### src/hdl/hrl_pkg.sv
`timescale 1ns / 1ps
`default_nettype none

package hrl_pkg;

    localparam logic [1:0] OP_CHAR = 2'd0;
    localparam logic [1:0] OP_EOL  = 2'd1;
    localparam logic [1:0] OP_EOI  = 2'd2;

    localparam logic [7:0] CHAR_COLON   = 8'h3A;
    localparam logic [7:0] CHAR_NEWLINE = 8'h0A;

    localparam logic [7:0] REC_DATA  = 8'h00;
    localparam logic [7:0] REC_EOF   = 8'h01;
    localparam logic [7:0] REC_UPPER = 8'h04;

    localparam logic [9:0]  POS_MAX       = 10'd1023;
    localparam logic [31:0] NO_DATA_ENTRY = 32'h8000_0000;

    typedef struct packed {
        logic [1:0] op;
        logic [9:0] pos;
        logic [3:0] nib;
    } hrl_token_t;

endpackage

`default_nettype wire

### src/hdl/hrl_front.sv
`timescale 1ns / 1ps
`default_nettype none

module hrl_front
    import hrl_pkg::*;
(
    input  wire logic       clk,
    input  wire logic       rst_n,
    input  wire logic       in_valid,
    output logic            in_ready,
    input  wire logic [7:0] char_byte,
    input  wire logic       end_of_input,
    output logic            tok_valid,
    input  wire logic       tok_ready,
    output hrl_token_t      tok
);

    logic [9:0] line_pos_reg;
    logic [9:0] line_pos_next;
    logic       skipped_reg;
    logic       skipped_next;
    logic       accept;
    logic [3:0] nib;

    function automatic logic [3:0] nibble_of(input logic [7:0] c);
        logic [3:0] n;
        n = 4'd0;
        if (c >= 8'h30 && c <= 8'h39) n = c[3:0];
        else if ((c >= 8'h41 && c <= 8'h46) || (c >= 8'h61 && c <= 8'h66))
            n = c[3:0] + 4'd9;
        return n;
    endfunction

    assign in_ready = tok_ready;
    assign accept   = in_valid && tok_ready;
    assign nib      = nibble_of(char_byte);

    always_comb
    begin
        line_pos_next = line_pos_reg;
        skipped_next  = skipped_reg;
        tok_valid     = 1'b0;
        tok.op        = OP_CHAR;
        tok.pos       = skipped_reg ? 10'd0 : line_pos_reg;
        tok.nib       = nib;
        if (in_valid)
        begin
            if (end_of_input || char_byte == CHAR_NEWLINE)
            begin
                tok_valid     = 1'b1;
                tok.op        = end_of_input ? OP_EOI : OP_EOL;
                line_pos_next = 10'd0;
                skipped_next  = 1'b0;
            end
            else
            begin
                line_pos_next = (line_pos_reg < POS_MAX) ? line_pos_reg + 10'd1 : POS_MAX;
                if (!skipped_reg)
                begin
                    if (line_pos_reg == 10'd0)
                        skipped_next = (char_byte != CHAR_COLON);
                    else
                        tok_valid = 1'b1;
                end
            end
        end
    end

    always_ff @(posedge clk or negedge rst_n)
    begin
        if (!rst_n)
        begin
            line_pos_reg <= 10'd0;
            skipped_reg  <= 1'b0;
        end
        else if (accept)
        begin
            line_pos_reg <= line_pos_next;
            skipped_reg  <= skipped_next;
        end
    end

endmodule

`default_nettype wire

### src/hdl/hrl_token_q.sv
`timescale 1ns / 1ps
`default_nettype none

module hrl_token_q
    import hrl_pkg::*;
(
    input  wire logic       clk,
    input  wire logic       rst_n,
    input  wire logic       push_valid,
    output logic            push_ready,
    input  hrl_token_t      push_tok,
    output logic            pop_valid,
    input  wire logic       pop_ready,
    output hrl_token_t      pop_tok
);

    hrl_token_t mem_reg [2];
    logic       wr_ptr_reg;
    logic       rd_ptr_reg;
    logic [1:0] count_reg;
    logic       do_push;
    logic       do_pop;

    assign push_ready = (count_reg != 2'd2);
    assign pop_valid  = (count_reg != 2'd0);
    assign pop_tok    = mem_reg[rd_ptr_reg];
    assign do_push    = push_valid && push_ready;
    assign do_pop     = pop_valid && pop_ready;

    always_ff @(posedge clk)
    begin
        if (do_push)
            mem_reg[wr_ptr_reg] <= push_tok;
    end

    always_ff @(posedge clk or negedge rst_n)
    begin
        if (!rst_n)
        begin
            wr_ptr_reg <= 1'b0;
            rd_ptr_reg <= 1'b0;
            count_reg  <= 2'd0;
        end
        else
        begin
            if (do_push)
                wr_ptr_reg <= ~wr_ptr_reg;
            if (do_pop)
                rd_ptr_reg <= ~rd_ptr_reg;
            if (do_push && !do_pop)
                count_reg <= count_reg + 2'd1;
            else if (do_pop && !do_push)
                count_reg <= count_reg - 2'd1;
        end
    end

endmodule

`default_nettype wire

### src/hdl/hrl_back.sv
`timescale 1ns / 1ps
`default_nettype none

module hrl_back
    import hrl_pkg::*;
#(
    parameter longint unsigned MEM_BYTES = 64'd1048576
)
(
    input  wire logic        clk,
    input  wire logic        rst_n,
    input  wire logic        tok_valid,
    output logic             tok_ready,
    input  hrl_token_t       tok,
    output logic             out_valid,
    input  wire logic        out_ready,
    output logic             kind,
    output logic [19:0]      write_offset,
    output logic [7:0]       write_byte,
    output logic [31:0]      entry_address,
    output logic [31:0]      load_base
);

    localparam logic [32:0] MEM_LIMIT = 33'(MEM_BYTES);

    logic [7:0]  rec_length_reg,  rec_length_next;
    logic [15:0] rec_address_reg, rec_address_next;
    logic [7:0]  rec_type_reg,    rec_type_next;
    logic [3:0]  high_nibble_reg, high_nibble_next;
    logic [15:0] upper_hi_reg,    upper_hi_next;
    logic [15:0] upper_accum_reg, upper_accum_next;
    logic [31:0] base_reg,        base_next;
    logic [31:0] offset_reg,      offset_next;
    logic        seen_reg,        seen_next;
    logic        finished_reg,    finished_next;
    logic        out_valid_reg,   out_valid_next;
    logic        kind_reg,        kind_next;
    logic [19:0] offset_out_reg,  offset_out_next;
    logic [7:0]  byte_out_reg,    byte_out_next;
    logic [31:0] entry_out_reg,   entry_out_next;
    logic [31:0] base_out_reg,    base_out_next;

    logic        take;
    logic        load_out;
    logic [9:0]  p;
    logic [8:0]  idx;
    logic [7:0]  data_byte;
    logic [31:0] full_now;
    logic [32:0] sum;
    logic [15:0] addr_fill;
    logic [7:0]  type_fill;

    assign take      = tok_valid && (!out_valid_reg || out_ready);
    assign tok_ready = take;
    assign p         = tok.pos;
    assign idx       = p[9:1] - 9'd5;
    assign data_byte = {high_nibble_reg, tok.nib};
    assign full_now  = {upper_hi_reg, rec_address_reg};
    assign sum       = {1'b0, offset_reg} + {24'd0, idx};

    always_comb
    begin
        case (p)
            10'd1, 10'd2, 10'd3: addr_fill = 16'd0;
            10'd4:               addr_fill = {rec_address_reg[3:0], 12'd0};
            10'd5:               addr_fill = {rec_address_reg[7:0], 8'd0};
            10'd6:               addr_fill = {rec_address_reg[11:0], 4'd0};
            default:             addr_fill = rec_address_reg;
        endcase
        type_fill = (p == 10'd8) ? {high_nibble_reg, 4'd0} : 8'd0;
    end

    always_comb
    begin
        rec_length_next  = rec_length_reg;
        rec_address_next = rec_address_reg;
        rec_type_next    = rec_type_reg;
        high_nibble_next = high_nibble_reg;
        upper_hi_next    = upper_hi_reg;
        upper_accum_next = upper_accum_reg;
        base_next        = base_reg;
        offset_next      = offset_reg;
        seen_next        = seen_reg;
        finished_next    = finished_reg;
        load_out         = 1'b0;
        kind_next        = 1'b0;
        offset_out_next  = 20'd0;
        byte_out_next    = 8'd0;
        entry_out_next   = 32'd0;
        base_out_next    = 32'd0;

        if (take && !finished_reg)
        begin
            case (tok.op)
                OP_CHAR:
                begin
                    if (p == 10'd1 || p == 10'd7)
                        high_nibble_next = tok.nib;
                    else if (p == 10'd2)
                        rec_length_next = data_byte;
                    else if (p >= 10'd3 && p <= 10'd6)
                        rec_address_next = {rec_address_reg[11:0], tok.nib};
                    else if (p == 10'd8)
                    begin
                        rec_type_next = data_byte;
                        if (data_byte == REC_DATA)
                        begin
                            if (!seen_reg)
                            begin
                                base_next   = full_now;
                                seen_next   = 1'b1;
                                offset_next = 32'd0;
                            end
                            else
                                offset_next = full_now - base_reg;
                        end
                        else if (data_byte == REC_UPPER)
                            upper_accum_next = 16'd0;
                        else if (data_byte == REC_EOF)
                        begin
                            load_out       = 1'b1;
                            kind_next      = 1'b1;
                            entry_out_next = base_reg;
                            base_out_next  = base_reg;
                            finished_next  = 1'b1;
                        end
                    end
                    else if (p[0])
                        high_nibble_next = tok.nib;
                    else if (idx < {1'b0, rec_length_reg})
                    begin
                        if (rec_type_reg == REC_UPPER)
                            upper_accum_next = {upper_accum_reg[7:0], data_byte};
                        else if (rec_type_reg == REC_DATA && sum < MEM_LIMIT)
                        begin
                            load_out        = 1'b1;
                            offset_out_next = sum[19:0];
                            byte_out_next   = data_byte;
                        end
                    end
                end
                OP_EOL, OP_EOI:
                begin
                    if (p != 10'd0)
                    begin
                        if (p <= 10'd8)
                        begin
                            rec_address_next = addr_fill;
                            rec_type_next    = type_fill;
                            if (type_fill == REC_DATA && !seen_reg)
                            begin
                                base_next = {upper_hi_reg, addr_fill};
                                seen_next = 1'b1;
                            end
                        end
                        else if (rec_type_reg == REC_UPPER)
                            upper_hi_next = upper_accum_reg;
                    end
                    if (tok.op == OP_EOI)
                    begin
                        load_out       = 1'b1;
                        kind_next      = 1'b1;
                        entry_out_next = base_next;
                        base_out_next  = base_next;
                        finished_next  = 1'b1;
                    end
                end
                default:
                begin
                end
            endcase
        end

        out_valid_next = load_out || (out_valid_reg && !out_ready);
    end

    always_ff @(posedge clk or negedge rst_n)
    begin
        if (!rst_n)
        begin
            rec_length_reg  <= 8'd0;
            rec_address_reg <= 16'd0;
            rec_type_reg    <= 8'd0;
            high_nibble_reg <= 4'd0;
            upper_hi_reg    <= 16'd0;
            upper_accum_reg <= 16'd0;
            base_reg        <= NO_DATA_ENTRY;
            offset_reg      <= 32'd0;
            seen_reg        <= 1'b0;
            finished_reg    <= 1'b0;
            out_valid_reg   <= 1'b0;
        end
        else
        begin
            rec_length_reg  <= rec_length_next;
            rec_address_reg <= rec_address_next;
            rec_type_reg    <= rec_type_next;
            high_nibble_reg <= high_nibble_next;
            upper_hi_reg    <= upper_hi_next;
            upper_accum_reg <= upper_accum_next;
            base_reg        <= base_next;
            offset_reg      <= offset_next;
            seen_reg        <= seen_next;
            finished_reg    <= finished_next;
            out_valid_reg   <= out_valid_next;
        end
    end

    always_ff @(posedge clk)
    begin
        if (load_out)
        begin
            kind_reg       <= kind_next;
            offset_out_reg <= offset_out_next;
            byte_out_reg   <= byte_out_next;
            entry_out_reg  <= entry_out_next;
            base_out_reg   <= base_out_next;
        end
    end

    assign out_valid     = out_valid_reg;
    assign kind          = kind_reg;
    assign write_offset  = offset_out_reg;
    assign write_byte    = byte_out_reg;
    assign entry_address = entry_out_reg;
    assign load_base     = base_out_reg;

    a_finished_holds: assert property (@(posedge clk) disable iff (!rst_n)
        finished_reg |=> finished_reg)
        else $error("finished flag dropped");

    a_quiet_after_finish: assert property (@(posedge clk) disable iff (!rst_n)
        finished_reg && !out_valid_reg |=> !out_valid_reg)
        else $error("beat produced after summary");

    a_summary_sets_finished: assert property (@(posedge clk) disable iff (!rst_n)
        out_valid_reg && kind_reg |-> finished_reg)
        else $error("summary beat without finished flag");

    a_write_after_data: assert property (@(posedge clk) disable iff (!rst_n)
        out_valid_reg && !kind_reg |-> seen_reg)
        else $error("byte write before any data record");

endmodule

`default_nettype wire

### src/hdl/hex_record_loader_core.sv
// Hex record loader core.
// Input channel (in_valid/in_ready): one beat per character of hex-record
// text in char_byte; a beat with end_of_input high closes the text and its
// character is ignored.
// Output channel (out_valid/out_ready): kind 0 beats are memory byte writes
// (write_offset, write_byte); one kind 1 beat closes loading and carries
// entry_address and load_base. After it all input is taken and dropped.
// A front stage tracks line position and decodes nibbles, a two-entry token
// queue decouples it from the back stage, which parses the record header
// and drives a registered output slot.
// Throughput: one character per cycle while the receiver keeps up.
// A result passes through the token queue and the registered output slot.
// When the receiver stalls, the output slot holds, the back stage stops,
// the queue fills and in_ready drops once it holds two tokens.
// Reset clears control state but not the output data or queue storage;
// the block takes characters from the first cycle.
`timescale 1ns / 1ps
`default_nettype none

module hex_record_loader_core
    import hrl_pkg::*;
#(
    parameter longint unsigned MEM_BYTES = 64'd1048576
)
(
    input  wire logic        clk,
    input  wire logic        rst_n,
    input  wire logic        in_valid,
    output logic             in_ready,
    input  wire logic [7:0]  char_byte,
    input  wire logic        end_of_input,
    output logic             out_valid,
    input  wire logic        out_ready,
    output logic             kind,
    output logic [19:0]      write_offset,
    output logic [7:0]       write_byte,
    output logic [31:0]      entry_address,
    output logic [31:0]      load_base
);

    hrl_token_t front_tok;
    hrl_token_t back_tok;
    logic       front_valid;
    logic       front_ready;
    logic       back_valid;
    logic       back_ready;

    hrl_front u_front (
        .clk          (clk),
        .rst_n        (rst_n),
        .in_valid     (in_valid),
        .in_ready     (in_ready),
        .char_byte    (char_byte),
        .end_of_input (end_of_input),
        .tok_valid    (front_valid),
        .tok_ready    (front_ready),
        .tok          (front_tok)
    );

    hrl_token_q u_queue (
        .clk        (clk),
        .rst_n      (rst_n),
        .push_valid (front_valid),
        .push_ready (front_ready),
        .push_tok   (front_tok),
        .pop_valid  (back_valid),
        .pop_ready  (back_ready),
        .pop_tok    (back_tok)
    );

    hrl_back #(
        .MEM_BYTES (MEM_BYTES)
    ) u_back (
        .clk           (clk),
        .rst_n         (rst_n),
        .tok_valid     (back_valid),
        .tok_ready     (back_ready),
        .tok           (back_tok),
        .out_valid     (out_valid),
        .out_ready     (out_ready),
        .kind          (kind),
        .write_offset  (write_offset),
        .write_byte    (write_byte),
        .entry_address (entry_address),
        .load_base     (load_base)
    );

endmodule

`default_nettype wire

### config.mk
export PLATFORM = sky130hd
export DESIGN_NAME = hex_record_loader_core
export DESIGN_NICKNAME = d
export VERILOG_FILES = /design/src/hdl/hrl_pkg.sv /design/src/hdl/hrl_front.sv /design/src/hdl/hrl_token_q.sv /design/src/hdl/hrl_back.sv /design/src/hdl/hex_record_loader_core.sv
export SDC_FILE = /design/constraint.sdc
export NUM_CORES = 1
export LEC_CHECK = 0
export BUFFER_PORTS_ARGS = -buffer_cell sky130_fd_sc_hd__buf_2
export CAP_MARGIN = 40
export CORE_ASPECT_RATIO = 0.7
export CORE_MARGIN = 2
export CORE_UTILIZATION = 50
export DETAILED_ROUTE_END_ITERATION = 12
export GPL_TIMING_DRIVEN = 0
export PLACE_DENSITY_LB_ADDON = 0.12
export SYNTH_ARGS = -nofsm -noshare
export SYNTH_HDL_FRONTEND = slang
export SYNTH_HIERARCHICAL = 1
export SYNTH_SLANG_ARGS = --single-unit
### constraint.sdc
create_clock -name clk -period 7.4 [get_ports clk]
set_clock_uncertainty 0.2 [all_clocks]
set_input_delay 1.48 -clock clk [delete_from_list [all_inputs] [get_ports clk]]
set_output_delay 1.48 -clock clk [all_outputs]
set_load 0.02 [all_outputs]
==> results.toml <==
[synthesis]
synth_top_area_cell = "dfrtp_1"
ys_ff_latch = 243
synth_cells = 1404
synth_fa_ha_area_share_pct = 5.61
synth-edff-count = 93
yosys-top-cells-area = "dfrtp_1 (27%), edfxtp_1 (20%), ha_1 (5.3%), nand2_1 (4.6%), o21ai_0 (3.3%)"
synth-compound-area-share_pct = 16.2
ys_types = 83
synth_area_per_cell_um2 = 9.88
synth_top_family_by_area = "compound AO/OA/AOI/OAI gates"
syn_nets = 1478
synth_xor_area_share_pct = 3.73
async_flop_share_pct = 61.7
synth-main-ff-cell = "dfrtp_1"
synth_area_mm2 = 0.0139
yosys_warnings = 6
ys_seq_area_share_pct = 47.2
yosys-mux-area-fraction_pct = 5.66
yosys.area_share.simple_pct = 15.7
netlist.area_leader.share_pct = 26.9

[worst_setup_path]
cp-end-kind = "flip-flop"
crit_fanout = 32
critPathKind = "reg2reg"
cp_data_arrival_time_ns = 6.32
startpoint_type = "flip-flop"
cp.required_ns = 7.41

[grt]
grt_pass1_wl_um = 58500
first_global_vias = 10400
overflow = 0
grtUsageTotal_pct = 25.6
grt_max_degree = 84
grt_antenna_before_repair = 0

[sta]
finalHoldViolations = 0
tns_ns = 0
holdWs_ns = 0.272
timing.final.crit_period_ns = 6.31
relSlewSlack_pct = 34.4
period_share_pct = 85.2
rsz0062_at_grt = "no"
fmax_ghz = 0.159
finalMaxSlewViolations = 0
tightestPinTransition_ns = 0.975
setup_viol = 0

[cts]
clock_sinks = 243
cts_tree = "yes"
root_buffer = "clkbuf_16"
clk_pin_slew_worst_paths_ns = 0.06
postCtsHoldBufs = 0
cts_buffer_depth = 3
ctsResizeCount = 0
cts_buffers = 25
clk_latency_ns = 0.53
post_cts_buffers = 0
h-tree-depth = 1

[detailed_routing]
drt_wl_total_um = 36800
remaining_drc_errors = 0
vias = 11100
via_per_inst = 5.79
detail_route.wl_per_cell_um = 19.1
drt_iter0_markers = 1094
final_antenna_net_count = 0
firstDrtPassIters = 5

[final_layout]
mostFrequentLayoutCells = "nand2_1 (170), dfrtp_1 (149), buf_2 (117)"
nFillCells = 2398
area_growth_syn_to_layout_pct = 13.5
final_cells = 1927
layout-drive-gt1-share_pct = 17.3
final_common_cell = "nand2_1"
nNetsFinal = 1618
diodes = 0

[flow_run]
drv_cap = 0

[power_and_ir_drop]
p_per_area_mw_per_mm2 = 407
p_leak_nw = 6.77
ir_worst_vdd_uv = 257
p_total_mw = 6.40

[placed_design]
hpwl_um = 27200
gp_congestion = 0.897
port_buffers = 107
dp_cells = 1881

[die]
io_pins = 108
die_w_um = 203
rows = 50
coreArea_mm2 = 0.0270
die_h_um = 143
dieArea_mm2 = 0.0291
start_util_pct = 51.3

[hold_path]
hold_class = "reg2reg"

[status]
status = "finished clean"
## metrics by stage
step / setup slack, ns / instance area [um^2] / util [%]
floorplan: 2.11 / 13900 / -
global placement: 0.286 / 14900 / 55.0
detailed placement: 1.16 / 15000 / 55.4
CTS: 1.12 / 15700 / 58.3
global route: 0.637 / 15700 / 58.3
finish: 1.09 / 15700 / 58.3
## area by class of cell
class	count	area, um^2	share of cell area [%]
plain buffers	100	562	3.57
clock buffers	43	763	4.85
clock inverters	3	22.5	0.143
inverters	67	251	1.60
multi-input cells	994	6520	41.4
flip-flops and latches	243	6550	41.6
well taps	364	455	2.89
repair buffers	113	624	3.96
## power by group
group          leakage, nW  internal, mW  total [mW]  switching [mW]
clock                0.384         0.698        1.21           0.514
sequential            2.86          1.61        1.82           0.210
combinational         3.52          1.28        3.37            2.10
total                 6.77          3.58        6.40            2.82
## critical path, cell delays in order, from the launching register on
cell	delay [ns]
dfrtp_1	0.37
buf_6	0.15
buf_12	0.15
mux2_4	0.22
clkbuf_1	0.38
inv_1	0.29
ha_1	0.32
nor2b_1	0.28
nor4_1	0.10
xor2_1	0.20
ha_1	0.39
o21a_1	0.14
o21ai_0	0.10
o21ai_0	0.28
and2_1	0.17
clkbuf_1	0.27
o2bb2ai_1	0.15
o2111ai_1	0.22
nor4_2	0.47
buf_2	0.31
a31o_4	0.49
buf_12	0.27
## final timing paths
kind                                 startpoint                        end  slack (ns)  cells past startpoint
max                          u_queue/rd_ptr_reg       u_back/load_base[24]        1.09                     21
min                        u_back/offset_reg[0]       u_back/offset_reg[0]        0.27                      2
max reg2reg                  u_queue/rd_ptr_reg       u_back/load_base[24]        1.09                     21
min reg2reg                u_back/offset_reg[0]       u_back/offset_reg[0]        0.27                      2
max in group asynchronous                 rst_n        u_back/base_reg[31]        5.45                      2
min in group asynchronous                 rst_n  u_back/rec_address_reg[5]        0.70                      1
## synth_stat cells, types with 6 or more instances
cell type,count
o211ai_1,12
xor2_1,30
dfrtp_1,149
nand2_1,170
o21ai_1,14
ha_1,59
and3_1,20
o21a_1,12
a21boi_0,8
buf_2,9
a21oi_1,70
nand4_1,10
mux2_2,35
nand2b_1,16
o21bai_1,6
mux2i_1,11
o22ai_1,16
a31oi_1,11
edfxtp_1,93
a22oi_1,35
nand3_1,39
or3_1,14
mux2_4,18
a211oi_1,8
nor2b_1,15
a22o_1,9
xnor2_1,29
nor3_1,20
nor2_1,104
o21ai_0,92
nor4_1,10
clkbuf_1,51
inv_1,66
a21o_1,19
buf_4,34
## cell families (layout without fill, tap and decap cells)
kind of cell | count (synthesis) | count (layout)
muxes | 65 | 65
xor gates and xnor gates | 59 | 59
buffers and inverters | 167 | 326
AOI/OAI and AO/OA | 352 | 352
DFF | 243 | 243
adders and majority gates | 61 | 61
and+or+nand+nor | 457 | 457
## layer usage
layer  part of all wire, %  GRT usage (%)  up-vias
li1                      -              -     5297
met1                    51           42.0     5406
met2                    40           35.7      396
met3                   7.1           3.65       50
met4                   1.7           4.46        0
met5                     0              0        -
Power figures use the tool's default switching activity.
